[config.mk]
export PLATFORM = sky130hd
export DESIGN_NAME = binary_poly_divstep_iterator
export DESIGN_NICKNAME = d
export VERILOG_FILES = /design/src/bpdi_pkg.sv /design/src/bpdi_datapath.sv /design/src/bpdi_ctrl.sv /design/src/binary_poly_divstep_iterator.sv
export SDC_FILE = /design/constraint.sdc
export NUM_CORES = 1
export LEC_CHECK = 0
export BUFFER_PORTS_ARGS = -buffer_cell sky130_fd_sc_hd__buf_2
export CAP_MARGIN = 20
export CORE_MARGIN = 2
export CORE_UTILIZATION = 56
export CTS_CLUSTER_DIAMETER = 100
export DETAILED_ROUTE_END_ITERATION = 7
export PLACE_DENSITY_LB_ADDON = 0.15
export SKIP_CTS_REPAIR_TIMING = 1
export SYNTH_ARGS = -nofsm -noshare
export SYNTH_HDL_FRONTEND = slang
export SYNTH_SLANG_ARGS = --single-unit
export TNS_END_PERCENT = 30
[constraint.sdc]
create_clock -name clk -period 37.1 [get_ports clk]
set_clock_uncertainty 0.1 [all_clocks]
set_input_delay 5.565 -clock clk [delete_from_list [all_inputs] [get_ports clk]]
set_output_delay 5.565 -clock clk [all_outputs]
set_load 0.02 [all_outputs]
[src/bpdi_pkg.sv]
// Package for the binary polynomial divstep iterator.
// Holds sizes, constants and the command/status structs shared by the design modules.
// No dependencies.
`timescale 1ns / 1ps

package bpdi_pkg;

	localparam int MAX_STEPS  = 64;
	localparam int POLY_WIDTH = 64;
	localparam int STEP_W     = $clog2(MAX_STEPS + 1);

	localparam int STEP_IN_W  = 7;
	localparam int DELTA_W    = 16;
	localparam int PORT_POLY_W = 64;

	localparam int IN_DATA_W  = 152;
	localparam int OUT_DATA_W = 400;

	localparam logic signed [DELTA_W-1:0] DELTA_MAX = 16'sh7fff;
	localparam logic [POLY_WIDTH-1:0] ONE_BIT = POLY_WIDTH'(1);

	typedef struct packed {
		logic load;
		logic step;
		logic capture;
	} bpdi_cmd_t;

	typedef struct packed {
		logic done;
	} bpdi_status_t;

endpackage

[src/bpdi_datapath.sv]
// Datapath of the divstep iterator: working registers, step counter,
// one divstep per cycle and the output register. Depends on bpdi_pkg.
`timescale 1ns / 1ps

module bpdi_datapath import bpdi_pkg::*; (
	input  logic                     clk,
	input  logic                     arst_n,
	input  bpdi_cmd_t                cmd,
	output bpdi_status_t             status,
	input  logic [IN_DATA_W-1:0]     in_data,
	output logic [OUT_DATA_W-1:0]    out_data
);

	logic [STEP_IN_W-1:0]        step_in;
	logic signed [DELTA_W-1:0]   delta_in;
	logic [POLY_WIDTH-1:0]       f_in;
	logic [POLY_WIDTH-1:0]       g_in;
	logic [STEP_W-1:0]           steps_clamped;

	logic [STEP_W-1:0]           count_q;
	logic signed [DELTA_W-1:0]   delta_q;
	logic [POLY_WIDTH-1:0]       f_q, g_q, u_q, v_q, q_q, r_q;

	logic                        swap;
	logic signed [DELTA_W-1:0]   delta_sw, delta_nx;
	logic [POLY_WIDTH-1:0]       f_sw, g_sw, u_sw, v_sw, q_sw, r_sw;
	logic [POLY_WIDTH-1:0]       f0_mask, g0_mask;
	logic [POLY_WIDTH-1:0]       g_nx, q_nx, r_nx, u_nx, v_nx;

	logic signed [DELTA_W-1:0]   delta_out_q;
	logic [POLY_WIDTH-1:0]       f_out_q, g_out_q, u_out_q, v_out_q, q_out_q, r_out_q;

	assign step_in  = in_data[STEP_IN_W-1:0];
	assign delta_in = in_data[STEP_IN_W +: DELTA_W];
	assign f_in     = in_data[STEP_IN_W + DELTA_W +: POLY_WIDTH];
	assign g_in     = in_data[STEP_IN_W + DELTA_W + PORT_POLY_W +: POLY_WIDTH];

	always_comb begin
		if (step_in > STEP_IN_W'(MAX_STEPS)) begin
			steps_clamped = STEP_W'(MAX_STEPS);
		end else begin
			steps_clamped = step_in[STEP_W-1:0];
		end
	end

	// Conditional swap first, then the elimination step on the swapped values.
	always_comb begin
		swap = (delta_q > 0) && g_q[0];
		if (swap) begin
			delta_sw = -delta_q;
			f_sw = g_q;
			g_sw = f_q;
			u_sw = q_q;
			q_sw = u_q;
			v_sw = r_q;
			r_sw = v_q;
		end else begin
			delta_sw = delta_q;
			f_sw = f_q;
			g_sw = g_q;
			u_sw = u_q;
			q_sw = q_q;
			v_sw = v_q;
			r_sw = r_q;
		end
		if (delta_sw < DELTA_MAX) begin
			delta_nx = delta_sw + 16'sd1;
		end else begin
			delta_nx = delta_sw;
		end
		f0_mask = {POLY_WIDTH{f_sw[0]}};
		g0_mask = {POLY_WIDTH{g_sw[0]}};
		g_nx = ((f0_mask & g_sw) ^ (g0_mask & f_sw)) >> 1;
		q_nx = (f0_mask & q_sw) ^ (g0_mask & u_sw);
		r_nx = (f0_mask & r_sw) ^ (g0_mask & v_sw);
		u_nx = u_sw << 1;
		v_nx = v_sw << 1;
	end

	always_ff @(posedge clk or negedge arst_n) begin
		if (!arst_n) begin
			count_q <= '0;
		end else if (cmd.load) begin
			count_q <= steps_clamped;
		end else if (cmd.step) begin
			count_q <= count_q - STEP_W'(1);
		end
	end

	always_ff @(posedge clk) begin
		if (cmd.load) begin
			delta_q <= delta_in;
			f_q <= f_in;
			g_q <= g_in;
			u_q <= ONE_BIT;
			v_q <= '0;
			q_q <= '0;
			r_q <= ONE_BIT;
		end else if (cmd.step) begin
			delta_q <= delta_nx;
			f_q <= f_sw;
			g_q <= g_nx;
			u_q <= u_nx;
			v_q <= v_nx;
			q_q <= q_nx;
			r_q <= r_nx;
		end
	end

	always_ff @(posedge clk) begin
		if (cmd.capture) begin
			delta_out_q <= delta_q;
			f_out_q <= f_q;
			g_out_q <= g_q;
			u_out_q <= u_q;
			v_out_q <= v_q;
			q_out_q <= q_q;
			r_out_q <= r_q;
		end
	end

	assign status.done = (count_q == '0);

	assign out_data = {PORT_POLY_W'(r_out_q), PORT_POLY_W'(q_out_q),
		PORT_POLY_W'(v_out_q), PORT_POLY_W'(u_out_q),
		PORT_POLY_W'(g_out_q), PORT_POLY_W'(f_out_q), delta_out_q};

	step_needs_count: assert property (@(posedge clk) disable iff (!arst_n)
		cmd.step |-> !status.done)
		else $error("divstep issued with no steps left");

endmodule

[src/bpdi_ctrl.sv]
// Controller of the divstep iterator: accepts an item, sequences the steps
// and hands the result to the output register. Depends on bpdi_pkg.
`timescale 1ns / 1ps

module bpdi_ctrl import bpdi_pkg::*; (
	input  logic         clk,
	input  logic         arst_n,
	input  logic         in_valid,
	output logic         in_ready,
	output logic         out_valid,
	input  logic         out_ready,
	input  bpdi_status_t status,
	output bpdi_cmd_t    cmd
);

	localparam logic ST_IDLE = 1'b0;
	localparam logic ST_RUN  = 1'b1;

	logic state_q;
	logic out_valid_q;
	logic out_free;

	assign in_ready  = (state_q == ST_IDLE);
	assign out_valid = out_valid_q;
	assign out_free  = !out_valid_q || out_ready;

	always_comb begin
		cmd.load    = in_valid && in_ready;
		cmd.step    = (state_q == ST_RUN) && !status.done;
		cmd.capture = (state_q == ST_RUN) && status.done && out_free;
	end

	always_ff @(posedge clk or negedge arst_n) begin
		if (!arst_n) begin
			state_q <= ST_IDLE;
			out_valid_q <= 1'b0;
		end else begin
			case (state_q)
				ST_IDLE: begin
					if (cmd.load) begin
						state_q <= ST_RUN;
					end
				end
				ST_RUN: begin
					if (cmd.capture) begin
						state_q <= ST_IDLE;
					end
				end
				default: begin
					state_q <= ST_IDLE;
				end
			endcase
			if (cmd.capture) begin
				out_valid_q <= 1'b1;
			end else if (out_ready) begin
				out_valid_q <= 1'b0;
			end
		end
	end

	load_starts_run: assert property (@(posedge clk) disable iff (!arst_n)
		cmd.load |=> (state_q == ST_RUN))
		else $error("accepted item did not start a run");

	run_holds: assert property (@(posedge clk) disable iff (!arst_n)
		((state_q == ST_RUN) && !status.done) |=> (state_q == ST_RUN))
		else $error("run left before all steps were done");

	capture_raises_valid: assert property (@(posedge clk) disable iff (!arst_n)
		cmd.capture |=> out_valid_q)
		else $error("captured result not presented");

	no_load_and_capture: assert property (@(posedge clk) disable iff (!arst_n)
		!(cmd.load && cmd.capture))
		else $error("load and capture in the same cycle");

endmodule

[src/binary_poly_divstep_iterator.sv]
// Top level of the binary polynomial divstep iterator.
// Channel    | dir | bits | transfer carries
// s_axis     | in  | 152  | step count, delta, f, g
// m_axis     | out | 400  | delta, f, g, u, v, q, r
// m_axis_tvalid rises after the input transfer once min(step_count, MAX_STEPS)
// divsteps have run, one divstep per cycle in the shared step unit after the
// load edge, and the result has been captured into the output register. The
// next input transfer can follow in the cycle after the capture.
// Reset clears the controller, the step counter and the output valid flag only.
// A result waiting on m_axis holds the finished run until the output
// register frees; a new item is accepted whenever no run is in progress.
// Depends on bpdi_pkg, bpdi_ctrl and bpdi_datapath.
`timescale 1ns / 1ps

module binary_poly_divstep_iterator import bpdi_pkg::*; (
	input  logic                  clk,
	input  logic                  arst_n,
	input  logic                  s_axis_tvalid,
	output logic                  s_axis_tready,
	// step_count[6:0], delta_in[22:7], f_in[86:23], g_in[150:87], zero pad
	input  logic [IN_DATA_W-1:0]  s_axis_tdata,
	output logic                  m_axis_tvalid,
	input  logic                  m_axis_tready,
	// delta_out[15:0], f_out[79:16], g_out[143:80], mat_u[207:144],
	// mat_v[271:208], mat_q[335:272], mat_r[399:336]
	output logic [OUT_DATA_W-1:0] m_axis_tdata
);

	bpdi_cmd_t    cmd;
	bpdi_status_t status;

	bpdi_ctrl u_ctrl (
		.clk       (clk),
		.arst_n    (arst_n),
		.in_valid  (s_axis_tvalid),
		.in_ready  (s_axis_tready),
		.out_valid (m_axis_tvalid),
		.out_ready (m_axis_tready),
		.status    (status),
		.cmd       (cmd)
	);

	bpdi_datapath u_datapath (
		.clk      (clk),
		.arst_n   (arst_n),
		.cmd      (cmd),
		.status   (status),
		.in_data  (s_axis_tdata),
		.out_data (m_axis_tdata)
	);

endmodule

==> impl_metrics.toml, run 1 <==
[status]
outcome = "completed"

[cts]
clk_pin_slew_ns = 0.06
numCtsBuffers = 83
cts_tree = "done"
clock_path_buffers = 3
clkLatencyLatePin_ns = 0.62
cts.sinks = 807
cts_root_buf = "clkbuf_16"
cts.htree.levels = 3

[yosys]
netlist_instances = 2859
synth_edf_count = 543
yosysTopAreaCellShare = 0.488
ys_ff_latch = 807
synthesis.area_um2 = 33400
yosysTopAreaCell = "edfxtp_1"
synth.most_common_cell = "edfxtp_1"
synthTopCellsByCount = "edfxtp_1, nand2_1, o21ai_0"
synth_seq_area_share = 0.647
async_flop_share = 0.0112
syn_avg_cell_area_um2 = 11.7
synth_nets = 3018
ys_types = 65
synth_warnings = 0
yosys_most_used_dff = "edfxtp_1"
synthTopCellsByArea = "edfxtp_1, dfxtp_1, mux2i_1"

[sta]
finalCriticalPeriod_ns = 8.24
finalHoldViolCount = 0
drv_slew = 0
setup_viol = 0
maxClockFrequency_mhz = 121
post-route-period-util = 0.222
setup_tns_ns = 0
slew_headroom = 0.157
worstMarginPinSlew_ns = 1.26
rsz0062_at_grt = "false"

[pwr]
pwr-share-comb = 0.264
ir_drop_uv = 54.8
intPower_uw = 2010
cellLeakagePower_uw = 0.0140
power_frac_seq = 0.460
p_sw_uw = 1020
pwr-share-clk = 0.276
power_density_nw_per_um2 = 77.0
switching_share = 0.337
total_power_uw = 3040

[grt]
grt_pass1_wl_um = 132000
antenna_found_initial = 15
grt_pass1_vias = 23200
grt_overflow = 0
grt_start_max_net_pins = 244
grt_use_total = 0.275

[placed_design]
place_area_um2 = 36500
portBuffers = 555
dp_hpwl_um = 54200
gp_routability_congestion = 0.874

[die]
dieArea_um2 = 61600
start_util = 0.566
die_h_um = 248
placementRows = 89
die_x_um = 248
core-area_um2 = 59000
io_pins = 558

[route]
drt_wl_total_um = 88600
drc_errors = 0
postRouteAntennaNets = 0
wl_per_cell_um = 21.3
num_vias = 24500
initialDrtViolationCount = 2064
avgViaCountPerCell = 5.88
drtPass1Iterations = 6

[worst_setup_path]
crit_type = "primary input to flip-flop"
cp.required_ns = 37.33
crit_path_start_kind = "primary input"
path_max_fanout = 99
endpoint_kind = "flip-flop"
worstPathArrival_ns = 8.47

[worst_hold_path]
hp-class = "flip-flop to flip-flop"

[final_layout]
syn_to_final_growth_pct = 18.0
final_cell_area_um2 = 39400
nNetsFinal = 3461
drive_gt1_frac = 0.218

[job]
cap_violations = 0
-- power groups by stage --
stage	clock network [µW]	logic, µW	registers [µW]
global placement	0	750	1400
detailed placement	0	786	1410
floorplan	0	558	1460
global route	884	883	1420
finish	837	801	1400
CTS	848	793	1390
-- registers in the layout (all words and copies together), names as in the netlist --
register                count
u_datapath.v_out_q         63
u_datapath.q_out_q         64
u_datapath.f_q             64
u_datapath.r_out_q         64
u_datapath.delta_q         16
u_datapath.f_out_q         64
u_datapath.u_q             64
u_ctrl.out_valid            1
u_datapath.delta_out_q     16
u_datapath.g_out_q         64
u_datapath.g_q             64
u_datapath.q_q             64
u_datapath.v_q             63
u_ctrl.state_q              1
u_datapath.count_q          7
u_datapath.r_q             64
u_datapath.u_out_q         64
-- through the flow --
stage          worst slack, ns   util  instances  hold WS [ns]
2_1_floorplan             2.97      -       2859         0.321
3_3_place_gp             27.75  0.619       3985         0.334
3_5_place_dp             27.78  0.619       3985         0.341
4_1_cts                  28.42  0.665       4141         0.354
5_1_grt                  28.62  0.668       4155         0.371
6_report                 28.86  0.668       4157         0.352
-- cell usage in the layout (no fill, tap or decap), types with 8 or more instances in the layout --
| cell type | netlist | final |
|---|---|---|
| a21boi_0 | 126 | 126 |
| a21oi_1 | 135 | 135 |
| a31oi_1 | 67 | 67 |
| buf_2 | 28 | 555 |
| buf_4 | 2 | 24 |
| clkbuf_1 | 164 | 22 |
| clkbuf_16 | 0 | 87 |
| clkbuf_8 | 0 | 8 |
| clkinv_1 | 0 | 9 |
| clkinv_2 | 0 | 16 |
| dfrtp_1 | 9 | 9 |
| dfxtp_1 | 255 | 255 |
| diode_2 | 0 | 11 |
| edfxtp_1 | 543 | 543 |
| mux2i_1 | 252 | 252 |
| nand2_1 | 346 | 343 |
| nand3_1 | 261 | 261 |
| nor2_1 | 97 | 97 |
| o21ai_0 | 326 | 326 |
| o21ai_1 | 12 | 11 |
| o31ai_1 | 9 | 9 |
| xnor2_1 | 76 | 76 |
-- worst paths after layout --
check | startpoint | to | slack (ns) | depth (start not counted)
setup / recovery | s_axis_tvalid | u_datapath.g_q[26] | 28.86 | 7
hold / removal | u_datapath.r_q[0] | u_datapath.r_out_q[0] | 0.35 | 0
setup reg to reg | u_datapath.g_q[0] | u_datapath.delta_q[1] | 32.14 | 12
hold reg to reg | u_datapath.r_q[0] | u_datapath.r_out_q[0] | 0.35 | 0
max in group asynchronous | arst_n | u_datapath.count_q[6] | 32.00 | 1
min in group asynchronous | arst_n | u_datapath.count_q[4] | 4.71 | 1
-- layout make-up --
class	count	area [µm²]
Sequential cell	807	21600
Fill cell	4372	19600
Multi-Input combinational cell	1817	10900
Timing Repair Buffer	586	3130
Clock buffer	117	2370
Tap cell	773	967
Clock inverter	39	379
Antenna cell	11	27.5
Inverter	7	26.3
-- logic make-up after synthesis --
group | share of synthesized area
buffers and inverters | 0.0281
AND/OR/NAND/NOR | 0.104
AO/OA/AOI/OAI | 0.122
other | 0.000112
multiplexers | 0.0755
adder cells (fa/ha/maj) | 0.00112
flip-flops | 0.647
XOR/XNOR | 0.0218
-- critical path: stages --
cell     delay [ns]
buf_2          0.12
nor2b_4        0.13
buf_4          0.73
buf_4          0.40
buf_16         0.34
buf_4          0.88
o21ai_0        0.25
-- metal layers --
metal	GRT usage	wire length, µm
met2	0.438	42100
met3	0.0780	8160
met1	0.347	34300
met5	0	64
met4	0.131	3980
Power figures use the tool's default switching activity.
==> run 2: changes to the inputs <==
==> constraint.sdc (replaced) <==
create_clock -name clk -period 8.5 [get_ports clk]
set_clock_uncertainty 0.1 [all_clocks]
set_input_delay 1.275 -clock clk [delete_from_list [all_inputs] [get_ports clk]]
set_output_delay 1.275 -clock clk [all_outputs]
set_load 0.02 [all_outputs]
==> run 2 against run 1 <==
Critical path depth increased by 6. Global-route usage increased by 0.69 points. Die area stayed put. Final area decreased by 0.51%. Highest routed layer unchanged.
==> impl_metrics.toml, run 2 (same netlist as run 1, synthesis figures left out) <==
[route]
drc_errors = 0
num_vias = 24600
drtPass1Iterations = 5
wl_per_cell_um = 22.0
avgViaCountPerCell = 5.93
initialDrtViolationCount = 2081
postRouteAntennaNets = 0
drt_wl_total_um = 91000

[grt]
grt_util_met2 = 0.442
grt.met1_usage = 0.354
antenna_found_initial = 17
grt_use_total = 0.282
grt-busiest-layer = "met2"
grt_start_max_net_pins = 297
grt_overflow = 0
grt_pass1_vias = 23400
use_met3 = 0.0828
grt_pass1_wl_um = 134000

[sta]
maxClockFrequency_mhz = 211
post-route-period-util = 0.556
drv_slew = 0
worstMarginPinSlew_ns = 1.30
finalCriticalPeriod_ns = 4.73
fin_ws_ns = 3.77
rsz0062_at_grt = "false"
setup_viol = 0
slew_headroom = 0.136
finalHoldViolCount = 0

[pwr]
switching_share = 0.337
power_frac_seq = 0.464
pwr-share-clk = 0.270
cellLeakagePower_uw = 0.0139
intPower_uw = 8730
p_sw_uw = 4430
pwr-share-comb = 0.266
ir_drop_uv = 276
power_density_nw_per_um2 = 336

[placed_design]
post-place-ws_ns = 3.85
gp_routability_congestion = 0.858
dp.cells = 3978
dp_hpwl_um = 54700
portBuffers = 555
place_area_um2 = 36500

[job]
cap_violations = 0

[die]
core-area_um2 = 59000
die_x_um = 248
dieArea_um2 = 61600
placementRows = 89
start_util = 0.566
io_pins = 558
die_h_um = 248

[status]
outcome = "completed"

[cts]
cts_tree = "done"
clk_pin_slew_ns = 0.06
numCtsBuffers = 81
cts_root_buf = "clkbuf_16"
cts.htree.levels = 3
clock_path_buffers = 3
clkLatencyLatePin_ns = 0.61
cts.sinks = 807

[worst_setup_path]
crit_type = "flip-flop to flip-flop"
cp.required_ns = 8.71
crit_path_start_kind = "flip-flop"
startpoint = "u_datapath.delta_q[0]"
worstPathArrival_ns = 4.94
endpoint_kind = "flip-flop"
timing.rr.start = "u_datapath.delta_q[0]"
path_max_fanout = 69

[final_layout]
final_cell_mix = "buf_2, edfxtp_1, nand2_1, o21ai_0, nand3_1"
syn_to_final_growth_pct = 17.4
nNetsFinal = 3448
final_cell_area_um2 = 39200
n_fill_cell = 4432
drive_gt1_frac = 0.212
fin_cells = 4140
mostFrequentLayoutCell = "buf_2"

[worst_hold_path]
worstHoldStart = "u_datapath.r_q[63]"
hp-class = "flip-flop to flip-flop"
[run 2: worst paths after layout]
path | slack, ns | endpoint | cells past startpoint
setup / recovery | 3.77 | u_datapath.delta_q[1] | 13
hold / removal | 0.36 | u_datapath.r_out_q[63] | 0
setup reg to reg | 3.77 | u_datapath.delta_q[1] | 13
hold reg to reg | 0.36 | u_datapath.r_out_q[63] | 0
max in group asynchronous | 7.70 | u_datapath.count_q[1] | 1
min in group asynchronous | 0.41 | u_datapath.count_q[3] | 1
[run 2: final cells by class]
cell class	instances	area [µm²]	share of cell area
Sequential cell	807	21600	0.552
Multi-Input combinational cell	1817	10900	0.278
Timing Repair Buffer	575	3020	0.0771
Clock buffer	121	2310	0.0589
Tap cell	773	967	0.0247
Clock inverter	26	315	0.00804
Antenna cell	14	35.0	0.000893
Inverter	7	26.3	0.000670
[run 2: power groups by stage]
stage	clock [µW]	sequential (µW)	combinational, µW
after floorplan	0	6220	2440
after global placement	0	6100	3300
after detailed placement	0	6160	3460
after CTS	3600	6090	3490
after global routing	3750	6210	3860
final	3550	6110	3500
[run 2: worst max-delay path: stages (launching register included)]
cell,delay (ns)
edfxtp_1,0.57
inv_1,0.15
ha_1,0.34
nor4b_2,0.38
nand4_2,0.26
and2_4,0.58
o21ai_0,0.44
ha_1,0.23
nand2_1,0.09
nor2_1,0.45
nand4_4,0.24
nor2_4,0.29
mux2i_1,0.21
o21ai_1,0.08
[run 2: metal layers]
metal	vias up	routed length [µm]
met1	12000	35000
li1	11300	-
met4	6	4770
met2	1032	42200
met3	210	8960
met5	-	41
[run 2: per-stage QoR]
| stage | setup TNS [ns] | hold slack, ns | util | power (µW) |
|---|---|---|---|---|
| after floorplan | -1132.56 | 0.321 | - | 8650 |
| after global routing | 0 | 0.373 | 0.664 | 13800 |
| final | 0 | 0.358 | 0.665 | 13200 |
| after CTS | 0 | 0.361 | 0.663 | 13200 |
| after detailed placement | 0 | 0.342 | 0.619 | 9620 |
| after global placement | 0 | 0.344 | 0.619 | 9400 |
